**src/fbfa_pkg.sv**
```systemverilog
// ----------------------------------------------------------------------------
// fbfa_pkg - shared types and codes of the free block fit allocator
// Action and status codes, and the control and scan flag groups that
// travel between the top level and the row of table cells.
// ----------------------------------------------------------------------------
package fbfa_pkg;

    // action carried in s_axis_tuser
    localparam logic ACT_ADD = 1'b0;
    localparam logic ACT_REQ = 1'b1;

    // status carried in m_axis_tuser
    localparam logic [1:0] ST_GRANTED = 2'd0;
    localparam logic [1:0] ST_NOFIT   = 2'd1;
    localparam logic [1:0] ST_ADDED   = 2'd2;
    localparam logic [1:0] ST_FULL    = 2'd3;

    // fit policy
    localparam logic FIT_FIRST = 1'b0;
    localparam logic FIT_BEST  = 1'b1;

    // table update command, broadcast to every cell
    typedef struct packed {
        logic add_en;
        logic shift_en;
        logic fit_mode;
    } t_cell_ctl;

    // flags of the search token that walks the cell row
    typedef struct packed {
        logic valid;
        logic found;
    } t_scan_flags;

endpackage

```
**src/fbfa_cell.sv**
```systemverilog
// ----------------------------------------------------------------------------
// fbfa_cell - one table entry of the free block fit allocator
// Holds one size and handle, updates the passing search token, and takes
// an appended block or its right neighbor's contents on removal.
// ----------------------------------------------------------------------------
module fbfa_cell #(
    parameter int SIZE_BITS   = 32,
    parameter int HANDLE_BITS = 8,
    parameter int IDX_W       = 4,
    parameter int CNT_W       = 5,
    parameter int CELL_IDX    = 0
) (
    input  logic                   i_clk,
    input  logic                   i_rst_n,
    input  fbfa_pkg::t_cell_ctl    i_ctl,
    input  logic [CNT_W-1:0]       i_count,
    input  logic [IDX_W-1:0]       i_pick,
    input  logic [SIZE_BITS-1:0]   i_add_size,
    input  logic [HANDLE_BITS-1:0] i_add_handle,
    input  logic [SIZE_BITS-1:0]   i_nxt_size,
    input  logic [HANDLE_BITS-1:0] i_nxt_handle,
    output logic [SIZE_BITS-1:0]   o_size,
    output logic [HANDLE_BITS-1:0] o_handle,
    input  fbfa_pkg::t_scan_flags  i_scan,
    input  logic [SIZE_BITS-1:0]   i_req_size,
    input  logic [SIZE_BITS-1:0]   i_best_size,
    input  logic [HANDLE_BITS-1:0] i_best_handle,
    input  logic [IDX_W-1:0]       i_best_idx,
    output fbfa_pkg::t_scan_flags  o_scan,
    output logic [SIZE_BITS-1:0]   o_req_size,
    output logic [SIZE_BITS-1:0]   o_best_size,
    output logic [HANDLE_BITS-1:0] o_best_handle,
    output logic [IDX_W-1:0]       o_best_idx
);
    import fbfa_pkg::*;

    localparam logic [CNT_W-1:0] MY_CNT = CNT_W'(CELL_IDX);
    localparam logic [IDX_W-1:0] MY_IDX = IDX_W'(CELL_IDX);

    logic [SIZE_BITS-1:0]   r_size, n_size;
    logic [HANDLE_BITS-1:0] r_handle, n_handle;
    t_scan_flags            r_scan;
    logic [SIZE_BITS-1:0]   r_req_size, r_best_size;
    logic [HANDLE_BITS-1:0] r_best_handle;
    logic [IDX_W-1:0]       r_best_idx;
    logic                   occupied;
    logic                   take;

    assign occupied = MY_CNT < i_count;

    // a fitting entry replaces the best so far if none was found yet, or in best fit if strictly smaller
    assign take = i_scan.valid && occupied && (r_size >= i_req_size)
                  && (!i_scan.found
                      || (i_ctl.fit_mode == FIT_BEST && r_size < i_best_size));

    always_comb begin
        n_size   = r_size;
        n_handle = r_handle;
        priority if (i_ctl.add_en && MY_CNT == i_count) begin
            n_size   = i_add_size;
            n_handle = i_add_handle;
        end else if (i_ctl.shift_en && MY_IDX >= i_pick) begin
            n_size   = i_nxt_size;
            n_handle = i_nxt_handle;
        end
    end

    always_ff @(posedge i_clk) begin
        r_size        <= n_size;
        r_handle      <= n_handle;
        r_req_size    <= i_req_size;
        r_best_size   <= take ? r_size : i_best_size;
        r_best_handle <= take ? r_handle : i_best_handle;
        r_best_idx    <= take ? MY_IDX : i_best_idx;
        if (!i_rst_n) begin
            r_scan <= '0;
        end else begin
            r_scan.valid <= i_scan.valid;
            r_scan.found <= i_scan.found | take;
        end
    end

    assign o_size        = r_size;
    assign o_handle      = r_handle;
    assign o_scan        = r_scan;
    assign o_req_size    = r_req_size;
    assign o_best_size   = r_best_size;
    assign o_best_handle = r_best_handle;
    assign o_best_idx    = r_best_idx;

endmodule

```
**src/free_block_fit_allocator_top.sv**
```systemverilog
// ----------------------------------------------------------------------------
// free_block_fit_allocator_top - first fit / best fit free block allocator
// Ordered table of free blocks held in a row of cells; adds append at the
// tail, requests search the row and remove the granted block in place.
// ----------------------------------------------------------------------------
//  channel    dir  handshake                      payload
//  s_axis     in   s_axis_tvalid / s_axis_tready  tuser: action
//                                                 tdata: block_size, block_handle
//  m_axis     out  m_axis_tvalid / m_axis_tready  tuser: status
//                                                 tdata: granted_handle, granted_size
//  cfg        in   i_cfg_wr_en                    i_cfg_wr_data: fit_mode
//
//  an add item's result is registered at the accept edge
//  a request is registered at the accept edge and injected as a search token
//  that steps one cell per cycle down the row; its result is captured, then
//  S_DONE removes a granted entry and loads the result register once the output is free
//  synchronous active-low reset empties the table and selects first fit
//  a stalled result holds its register; a new item is taken once it leaves
// ----------------------------------------------------------------------------
module free_block_fit_allocator_top #(
    parameter int ENTRIES     = 16,
    parameter int SIZE_BITS   = 32,
    parameter int HANDLE_BITS = 8
) (
    input  logic i_clk,
    input  logic i_rst_n,

    input  logic i_cfg_wr_en,
    input  logic i_cfg_wr_data,   // fit_mode

    input  logic s_axis_tvalid,
    output logic s_axis_tready,
    // block_size, block_handle from bit 0 up, zero pad to bytes
    input  logic [((SIZE_BITS+HANDLE_BITS+7)/8)*8-1:0] s_axis_tdata,
    input  logic s_axis_tuser,    // action

    output logic m_axis_tvalid,
    input  logic m_axis_tready,
    // granted_handle, granted_size from bit 0 up, zero pad to bytes
    output logic [((SIZE_BITS+HANDLE_BITS+7)/8)*8-1:0] m_axis_tdata,
    output logic [1:0] m_axis_tuser  // status
);
    import fbfa_pkg::*;

    localparam int DATA_W = ((SIZE_BITS + HANDLE_BITS + 7) / 8) * 8;
    localparam int IDX_W  = $clog2(ENTRIES);
    localparam int CNT_W  = $clog2(ENTRIES + 1);
    localparam logic [CNT_W-1:0] FULL_CNT = CNT_W'(ENTRIES);

    typedef enum logic [1:0] {S_IDLE, S_SCAN, S_DONE} t_state;

    t_state                 r_state;
    logic [CNT_W-1:0]       r_count;
    logic                   r_fit_mode;
    logic                   r_inject;
    logic [SIZE_BITS-1:0]   r_req_size;
    logic                   r_res_found;
    logic [SIZE_BITS-1:0]   r_res_size;
    logic [HANDLE_BITS-1:0] r_res_handle;
    logic [IDX_W-1:0]       r_res_idx;
    logic                   r_out_valid;
    logic [1:0]             r_out_status;
    logic [SIZE_BITS-1:0]   r_out_size;
    logic [HANDLE_BITS-1:0] r_out_handle;

    logic                   in_accept;
    logic                   out_free;
    logic [SIZE_BITS-1:0]   in_size;
    logic [HANDLE_BITS-1:0] in_handle;
    t_cell_ctl              cell_ctl;

    // search token chain: index 0 is the injection point
    t_scan_flags            scan_flags [ENTRIES+1];
    logic [SIZE_BITS-1:0]   scan_req   [ENTRIES+1];
    logic [SIZE_BITS-1:0]   scan_bsize [ENTRIES+1];
    logic [HANDLE_BITS-1:0] scan_bhdl  [ENTRIES+1];
    logic [IDX_W-1:0]       scan_bidx  [ENTRIES+1];

    // stored contents of each cell, read by its left neighbor on removal
    logic [SIZE_BITS-1:0]   cell_size   [ENTRIES];
    logic [HANDLE_BITS-1:0] cell_handle [ENTRIES];

    assign in_size   = s_axis_tdata[SIZE_BITS-1:0];
    assign in_handle = s_axis_tdata[SIZE_BITS+HANDLE_BITS-1:SIZE_BITS];

    assign out_free      = !r_out_valid || m_axis_tready;
    assign s_axis_tready = (r_state == S_IDLE) && out_free;
    assign in_accept     = s_axis_tvalid && s_axis_tready;

    // table update: append on an accepted add while not full, close the gap on a grant
    always_comb begin
        cell_ctl.add_en   = in_accept && (s_axis_tuser == ACT_ADD)
                            && (r_count < FULL_CNT);
        cell_ctl.shift_en = (r_state == S_DONE) && out_free && r_res_found;
        cell_ctl.fit_mode = r_fit_mode;
    end

    // token enters cell 0 in the cycle after the request is taken
    assign scan_flags[0].valid = r_inject;
    assign scan_flags[0].found = 1'b0;
    assign scan_req[0]         = r_req_size;
    assign scan_bsize[0]       = '0;
    assign scan_bhdl[0]        = '0;
    assign scan_bidx[0]        = '0;

    for (genvar g = 0; g < ENTRIES; g++) begin : g_cell
        logic [SIZE_BITS-1:0]   nxt_size;
        logic [HANDLE_BITS-1:0] nxt_handle;

        if (g < ENTRIES - 1) begin : g_mid
            assign nxt_size   = cell_size[g+1];
            assign nxt_handle = cell_handle[g+1];
        end else begin : g_end
            // last cell pulls in nothing once a gap opens below it
            assign nxt_size   = '0;
            assign nxt_handle = '0;
        end

        fbfa_cell #(
            .SIZE_BITS   (SIZE_BITS),
            .HANDLE_BITS (HANDLE_BITS),
            .IDX_W       (IDX_W),
            .CNT_W       (CNT_W),
            .CELL_IDX    (g)
        ) u_cell (
            .i_clk         (i_clk),
            .i_rst_n       (i_rst_n),
            .i_ctl         (cell_ctl),
            .i_count       (r_count),
            .i_pick        (r_res_idx),
            .i_add_size    (in_size),
            .i_add_handle  (in_handle),
            .i_nxt_size    (nxt_size),
            .i_nxt_handle  (nxt_handle),
            .o_size        (cell_size[g]),
            .o_handle      (cell_handle[g]),
            .i_scan        (scan_flags[g]),
            .i_req_size    (scan_req[g]),
            .i_best_size   (scan_bsize[g]),
            .i_best_handle (scan_bhdl[g]),
            .i_best_idx    (scan_bidx[g]),
            .o_scan        (scan_flags[g+1]),
            .o_req_size    (scan_req[g+1]),
            .o_best_size   (scan_bsize[g+1]),
            .o_best_handle (scan_bhdl[g+1]),
            .o_best_idx    (scan_bidx[g+1])
        );
    end

    always_ff @(posedge i_clk) begin
        if (!i_rst_n) begin
            r_state     <= S_IDLE;
            r_count     <= '0;
            r_fit_mode  <= FIT_FIRST;
            r_inject    <= 1'b0;
            r_out_valid <= 1'b0;
        end else begin
            r_inject <= 1'b0;
            if (i_cfg_wr_en) begin
                r_fit_mode <= i_cfg_wr_data;
            end
            if (m_axis_tready) begin
                r_out_valid <= 1'b0;
            end
            unique case (r_state)
                S_IDLE: begin
                    if (in_accept) begin
                        if (s_axis_tuser == ACT_ADD) begin
                            r_out_valid  <= 1'b1;
                            r_out_size   <= '0;
                            r_out_handle <= '0;
                            if (r_count < FULL_CNT) begin
                                r_count      <= r_count + 1'b1;
                                r_out_status <= ST_ADDED;
                            end else begin
                                r_out_status <= ST_FULL;
                            end
                        end else begin
                            r_inject   <= 1'b1;
                            r_req_size <= in_size;
                            r_state    <= S_SCAN;
                        end
                    end
                end
                S_SCAN: begin
                    // token has passed the last cell
                    if (scan_flags[ENTRIES].valid) begin
                        r_res_found  <= scan_flags[ENTRIES].found;
                        r_res_size   <= scan_bsize[ENTRIES];
                        r_res_handle <= scan_bhdl[ENTRIES];
                        r_res_idx    <= scan_bidx[ENTRIES];
                        r_state      <= S_DONE;
                    end
                end
                S_DONE: begin
                    if (out_free) begin
                        r_out_valid <= 1'b1;
                        if (r_res_found) begin
                            r_out_status <= ST_GRANTED;
                            r_out_size   <= r_res_size;
                            r_out_handle <= r_res_handle;
                            r_count      <= r_count - 1'b1;
                        end else begin
                            r_out_status <= ST_NOFIT;
                            r_out_size   <= '0;
                            r_out_handle <= '0;
                        end
                        r_state <= S_IDLE;
                    end
                end
                default: r_state <= S_IDLE;
            endcase
        end
    end

    assign m_axis_tvalid = r_out_valid;
    assign m_axis_tuser  = r_out_status;
    assign m_axis_tdata  = DATA_W'({r_out_size, r_out_handle});

endmodule

```
**config.mk**
```make
export PLATFORM = sky130hd
export DESIGN_NAME = free_block_fit_allocator_top
export DESIGN_NICKNAME = d
export VERILOG_FILES = /design/src/fbfa_pkg.sv /design/src/fbfa_cell.sv /design/src/free_block_fit_allocator_top.sv
export SDC_FILE = /design/constraint.sdc
export NUM_CORES = 2
export LEC_CHECK = 0
export BUFFER_PORTS_ARGS = -buffer_cell sky130_fd_sc_hd__buf_2
export CAP_MARGIN = 20
export CORE_ASPECT_RATIO = 0.5
export CORE_MARGIN = 4
export CORE_UTILIZATION = 55
export DETAILED_ROUTE_END_ITERATION = 12
export GPL_TIMING_DRIVEN = 0
export PLACE_DENSITY = 0.71
export SYNTH_ARGS = -nofsm -noshare
export SYNTH_HDL_FRONTEND = slang
export SYNTH_SLANG_ARGS = --single-unit
```
**constraint.sdc**
```tcl
create_clock -name i_clk -period 10.5 [get_ports i_clk]
set_input_delay 2.625 -clock i_clk [delete_from_list [all_inputs] [get_ports i_clk]]
set_output_delay 2.625 -clock i_clk [all_outputs]
set_load 0.005 [all_outputs]
```
== Yosys cells after proc, flatten, opt, wreduce, memory -nomap -nowiden ==
Index checks and enable logic that the tools add are counted.
Operators by class
  add/subtract/negate cells: 2
  $lt $le $gt $ge: 64
  equal/unequal tests: 24
  multiplexer cells: 127
  bitwise operators: 16
  reduce and logical (&&, ||, !) cells: 157
Operators by type and width (count)
  two-way mux 32 bit: 51
  >= comparator 32 bit: 16
  < comparator 32 bit: 15
  two-way mux 8 bit: 51
  logical AND 1 bit: 100
  case mux 32 bit (2 select lines): 1
  equality test 4 x 5 -> 1 bit, first input constant: 8
  < comparator 4 x 5 -> 1 bit, first input constant: 8
  nonzero test 2 bit: 17
  >= comparator 4 bit, first input constant: 8
  two-way mux 5 bit: 5
  equality test 3 x 5 -> 1 bit, first input constant: 4
  < comparator 3 x 5 -> 1 bit, first input constant: 4
  >= comparator 3 x 4 -> 1 bit, first input constant: 4
  logical NOT 1 bit: 16
  logical OR 1 bit: 16
  case mux 8 bit (2 select lines): 1
  OR 1 bit: 15
  two-way mux 2 bit: 7
  equality test 2 x 5 -> 1 bit, first input constant: 2
  < comparator 1 x 5 -> 1 bit, first input constant: 2
  < comparator 2 x 5 -> 1 bit, first input constant: 2
  inequality test 2 bit, second input constant: 5
  case mux 5 bit (2 select lines): 1
  20 further kinds: 31
Word-level totals
  bits in registers: 1970
  input port bits: 47
  output and inout bits: 44
  word-level logic and storage cells: 529

== Longest topological paths before layout ==
  depth in word-level cells: 8
  mapped depth: 12
  mapped depth without buffers: 10

== Hierarchy ==
Synthesis repeated with hierarchy kept, for this count alone.
Unflattened totals
  cells, all modules: 7369
  area, all modules: 92536.2 µm²
Modules (own cells, without submodules)
  fbfa_cell (g_cell[12].u_cell): times used 1, cells an instance 447, area each 5575.3 µm²
  fbfa_cell (g_cell[2].u_cell): times used 1, cells an instance 448, area each 5565.3 µm²
  fbfa_cell (g_cell[8].u_cell): times used 1, cells an instance 445, area each 5564.1 µm²
  fbfa_cell (g_cell[5].u_cell): times used 1, cells an instance 446, area each 5554.1 µm²
  fbfa_cell (g_cell[15].u_cell): times used 1, cells an instance 440, area each 5549.1 µm²
  fbfa_cell (g_cell[11].u_cell): times used 1, cells an instance 448, area each 5546.6 µm²
  fbfa_cell (g_cell[3].u_cell): times used 1, cells an instance 443, area each 5545.3 µm²
  fbfa_cell (g_cell[14].u_cell): times used 1, cells an instance 447, area each 5535.3 µm²
  fbfa_cell (g_cell[4].u_cell): times used 1, cells an instance 448, area each 5527.8 µm²
  fbfa_cell (g_cell[6].u_cell): times used 1, cells an instance 448, area each 5524.0 µm²
  fbfa_cell (g_cell[10].u_cell): times used 1, cells an instance 447, area each 5510.3 µm²
  fbfa_cell (g_cell[0].u_cell): times used 1, cells an instance 448, area each 5492.8 µm²
  fbfa_cell (g_cell[9].u_cell): times used 1, cells an instance 442, area each 5408.9 µm²
  fbfa_cell (g_cell[7].u_cell): times used 1, cells an instance 442, area each 5402.7 µm²
  3 more rows

== Worst setup path after synthesis ==
OpenSTA, ideal clock, no wires.
  kind: input-to-reg
  start point: input m_axis_tready
  end point: register g_cell[0].u_cell.r_handle[0], enable pin
  setup time: 548 ps
  arrival: 7473 ps
  required time: 9952 ps
  slack: 2479 ps
  cell stages on the path: 5
  path through: nor2b_1 -> nand2b_1 -> or2_2 -> clkbuf_1 -> o41ai_1
On the way
  longest elaborated chain between the ends: 7
  elaborated cells between the ends (all ways): 10
  those cells by class: 10 x reduce/logical
Ends and longest elaborated chain
  start, declared: line free_block_fit_allocator_top.sv:38  | input logic m_axis_tready,
  logical OR 1 bit (*): line free_block_fit_allocator_top.sv:86  | assign out_free = !r_out_valid || m_axis_tready;
  logical AND 1 bit: line free_block_fit_allocator_top.sv:87  | assign s_axis_tready = (r_state == S_IDLE) && out_free;
  logical AND 1 bit: line free_block_fit_allocator_top.sv:88  | assign in_accept = s_axis_tvalid && s_axis_tready;
  logical AND 1 bit: line free_block_fit_allocator_top.sv:92  | cell_ctl.add_en = in_accept && (s_axis_tuser == ACT_ADD)
  logical AND 1 bit: line free_block_fit_allocator_top.sv:93  | && (r_count < FULL_CNT);
  logical AND 1 bit: line fbfa_cell.sv:59  | priority if (i_ctl.add_en && MY_CNT == i_count) begin
  nonzero test 2 bit (no line) (*)
  end signal, assigned: line fbfa_cell.sv:70  | r_handle <= n_handle;
  end, declared: line fbfa_cell.sv:41  | logic [HANDLE_BITS-1:0] r_handle, n_handle;
Every way passes the cells marked *; elsewhere a longest branch is shown, timed or not.
A chain may end at the register's enable or synchronous reset.

== Worst setup path in the final report ==
  start point: input m_axis_tready
  end point: register g_cell[0].u_cell.r_handle[2], enable pin
The elaborated chain is that of the path after synthesis.

==> run metrics <==
status completed; EDFF count, synth between 700 and 800; routability cong. approximately 0.92; Die Span X 574.3 um; top cell type by total area after synthesis dfxtp_1; slowest stage delay, CP 0.64 ns; Clock transition at path regs 0.07 ns; Yosys top cell area share 27.49%; crit path buf inv count 9; Std-Cell Rows just over 100; Reg area 0.04704 mm^2; Critical Path RT 11.03 ns; hold buffer count at CTS 0; worst-margin pin slew 1.318 ns; drt first pass iters 6; routed vias around 53k; Slew HR 12.13%; Ys Warns 0; # Post-CTS Setup Buffers 0; Max Root-Sink Buffers 3; Syn Inst Count 7,141; CTS H-Tree Depth 4; Net count, final 8,463; total gr overflow 0; pwr/cell area 152.0 mW/mm^2; Pleak just over 0.04 uW; Crit path max-delay family buffers and inverters; clock buffer count from CTS 171; FILL cells 12.37k; max-slew violation count 0; Min Hold Slack 0.3385 ns; fraction of registers with async set/reset 0%; Starting Density between 50% and 60%; most numerous cell in the Yosys netlist dfxtp_1; Most common cell on crit path buf_4; sw power 3162 uW; logic gate share of total power 2.4%; CP Capture Type register; Final ANT Viol Nets 0; dpl cells 9,359; met2 Use GR 34.06%; non-filler cells in the finished layout 9,688; top post-synthesis cells by area dfxtp_1, edfxtp_1, mux2_2; register area share after synthesis 53.34%; Max rail drop VDD 121.2 uV; largest net degree at the start of global routing 41; MaxCap Viol Count 0; RSZ-0062 raised after global routing false; number of antenna violations at the first check in global routing 3; Core ar. 0.1585 mm^2; die area 0.1672 mm^2; HPWL after DPL 154,500 um; CP startpoint kind primary input; TritonCTS clock tree built; Setup CP Type in -> reg; Clock Power Share between 40% and 50%; synth cell count leaders dfxtp_1, mux2_2, inv_1; CTS root buffer clkbuf_16; post-CTS sizing 0; Pint 11,680 uW; port bufs 90; CP Data Arrival Time 6.81 ns; Clock Skews 0.02921 ns; f_max about 0.16 GHz; worst skew pair latency 0.80 ns; syn avg cell area 12.35 um^2; multi-input logic area 0.03657 mm^2; Sequential Power Share 54.0%; Area Growth Syn to Fin 10.75%; Hold Crit Class reg -> reg; total track usage a little under a quarter; crit-path max FO 10; Syn Std Cell Area between 0.08 and 0.09 mm^2; drt drc 0; crit path time final 6.273 ns; DRT Wirelength 201,800 um; period utilization 59.74%; synth unique cells a little under 80; Post-Syn Nets 8,170; met3 Track Usage GR 5.104%; sw frac 21.30%; ys flop type dfxtp_1; CTS sink cnt 1,970; share of layout cells above drive strength 1 a little under a quarter; most used routing layer met1; Yosys reg bits 1,970; Routed WL per cell 20.83 um; worst-path cell chain buf_2 -> nor2b_1 -> nor2_1 -> o21ai_0 -> clkbuf_1 -> nor2_1 -> and2_1 -> nand2_1 -> buf_2 -> o41ai_2 -> buf_4 -> buf_4 -> buf_4 -> buf_4 -> buf_4 -> buf_4; met1 GRT Util between 30% and 40%; Die H 291.1 um; vias in the first global route 53.65k; Slowest-stage cell, CP nand2_1; final setup vio count 0; first-pass GRT wire length 312,500 um; Fin. Hold Viols 0; # IOs between 90 and 100; Vias/cell 5.506; Detailed Route Iter0 Violations 4,015
## placed cells by master (no fill, tap or decap), types with 59 or more instances in the layout
cell / instances
and3_1: 93
mux2_2: 1131
a21oi_1: 310
dfxtp_1: 1211
buf_2: 172
nand2_1: 207
edfxtp_1: 759
o21ai_0: 167
nand4_1: 132
mux2_4: 59
inv_1: 1006
and2_1: 75
ha_1: 982
a21o_1: 123
clkbuf_1: 124
nor2b_1: 66
clkbuf_16: 178
nor2_1: 130
## final cells by class
type                       count  share of cell area [%]
antenna                        4                 0.01025
sequential                  1970                   48.16
inverter                    1006                   3.867
buffer                       200                  0.9968
multi-input combinational   3965                   37.45
tap                         2100                   2.691
clock buffer                 262                   5.243
timing repair buffer         120                  0.9378
clock inverter                61                  0.6444
## power by group through the flow
| stage | combinational [uW] | clock [uW] | sequential (uW) |
|---|---|---|---|
| final | 350 | 6470 | 8020 |
| after floorplan | 197 | 0 | 8170 |
| after CTS | 347 | 6560 | 8020 |
| after global placement | 324 | 0 | 8190 |
| after global routing | 390 | 6870 | 8030 |
| after detailed placement | 343 | 0 | 8190 |
## routing by layer
layer | vias up | routed length (um)
met2 | 1449 | 80630
met1 | 25670 | 102600
met4 | 2 | 4495
met5 | - | 13
met3 | 264 | 14050
li1 | 25960 | -
## registers in the layout (all words and copies together), names as in the netlist, 2 cells and up
signal                       cells
g_cell.u_cell.o_best_handle    128
m_axis_tuser                     2
g_cell.u_cell.o_scan            32
r_state                          2
r_out_size                      32
g_cell.u_cell.o_best_size      512
g_cell.u_cell.o_best_idx        49
g_cell.u_cell.o_size           512
r_res_idx                        4
r_out_handle                     8
r_res_size                      32
r_count                          5
g_cell.u_cell.o_req_size       480
r_res_handle                     8
g_cell.u_cell.o_handle         128
r_req_size                      32
## worst paths after layout
kind,start,endpoint,slack (ns),cells after the start
max,m_axis_tready,g_cell[0].u_cell.o_handle[2],4.23,16
min,g_cell[3].u_cell.o_req_size[29],g_cell[4].u_cell.o_req_size[29],0.34,0
max reg2reg,r_state[1],g_cell[0].u_cell.o_handle[2],5.57,12
min reg2reg,g_cell[3].u_cell.o_req_size[29],g_cell[4].u_cell.o_req_size[29],0.34,0
## through the flow
step                instance area, um^2  utilization [%]  TNS [ns]  setup slack (ns)  power (uW)
floorplan                         88180                -         0             2.479        8364
global placement                  91260            57.57    -51.85            -1.310        8517
detailed placement                91870            57.96         0             3.606        8533
CTS                               97620            61.59         0             4.398       14930
global route                      97650            61.60         0             4.091       15290
finish                            97660            61.61         0             4.227       14850
## kinds of logic after synthesis
kind of cell | synth area share (%)
xor+xnor | 0.01987
simple gates | 5.500
flops | 53.34
mux | 15.57
fa+ha+maj | 13.93
compound gates | 6.247
buf+inv | 5.386
(Power assumes the default switching activity.)
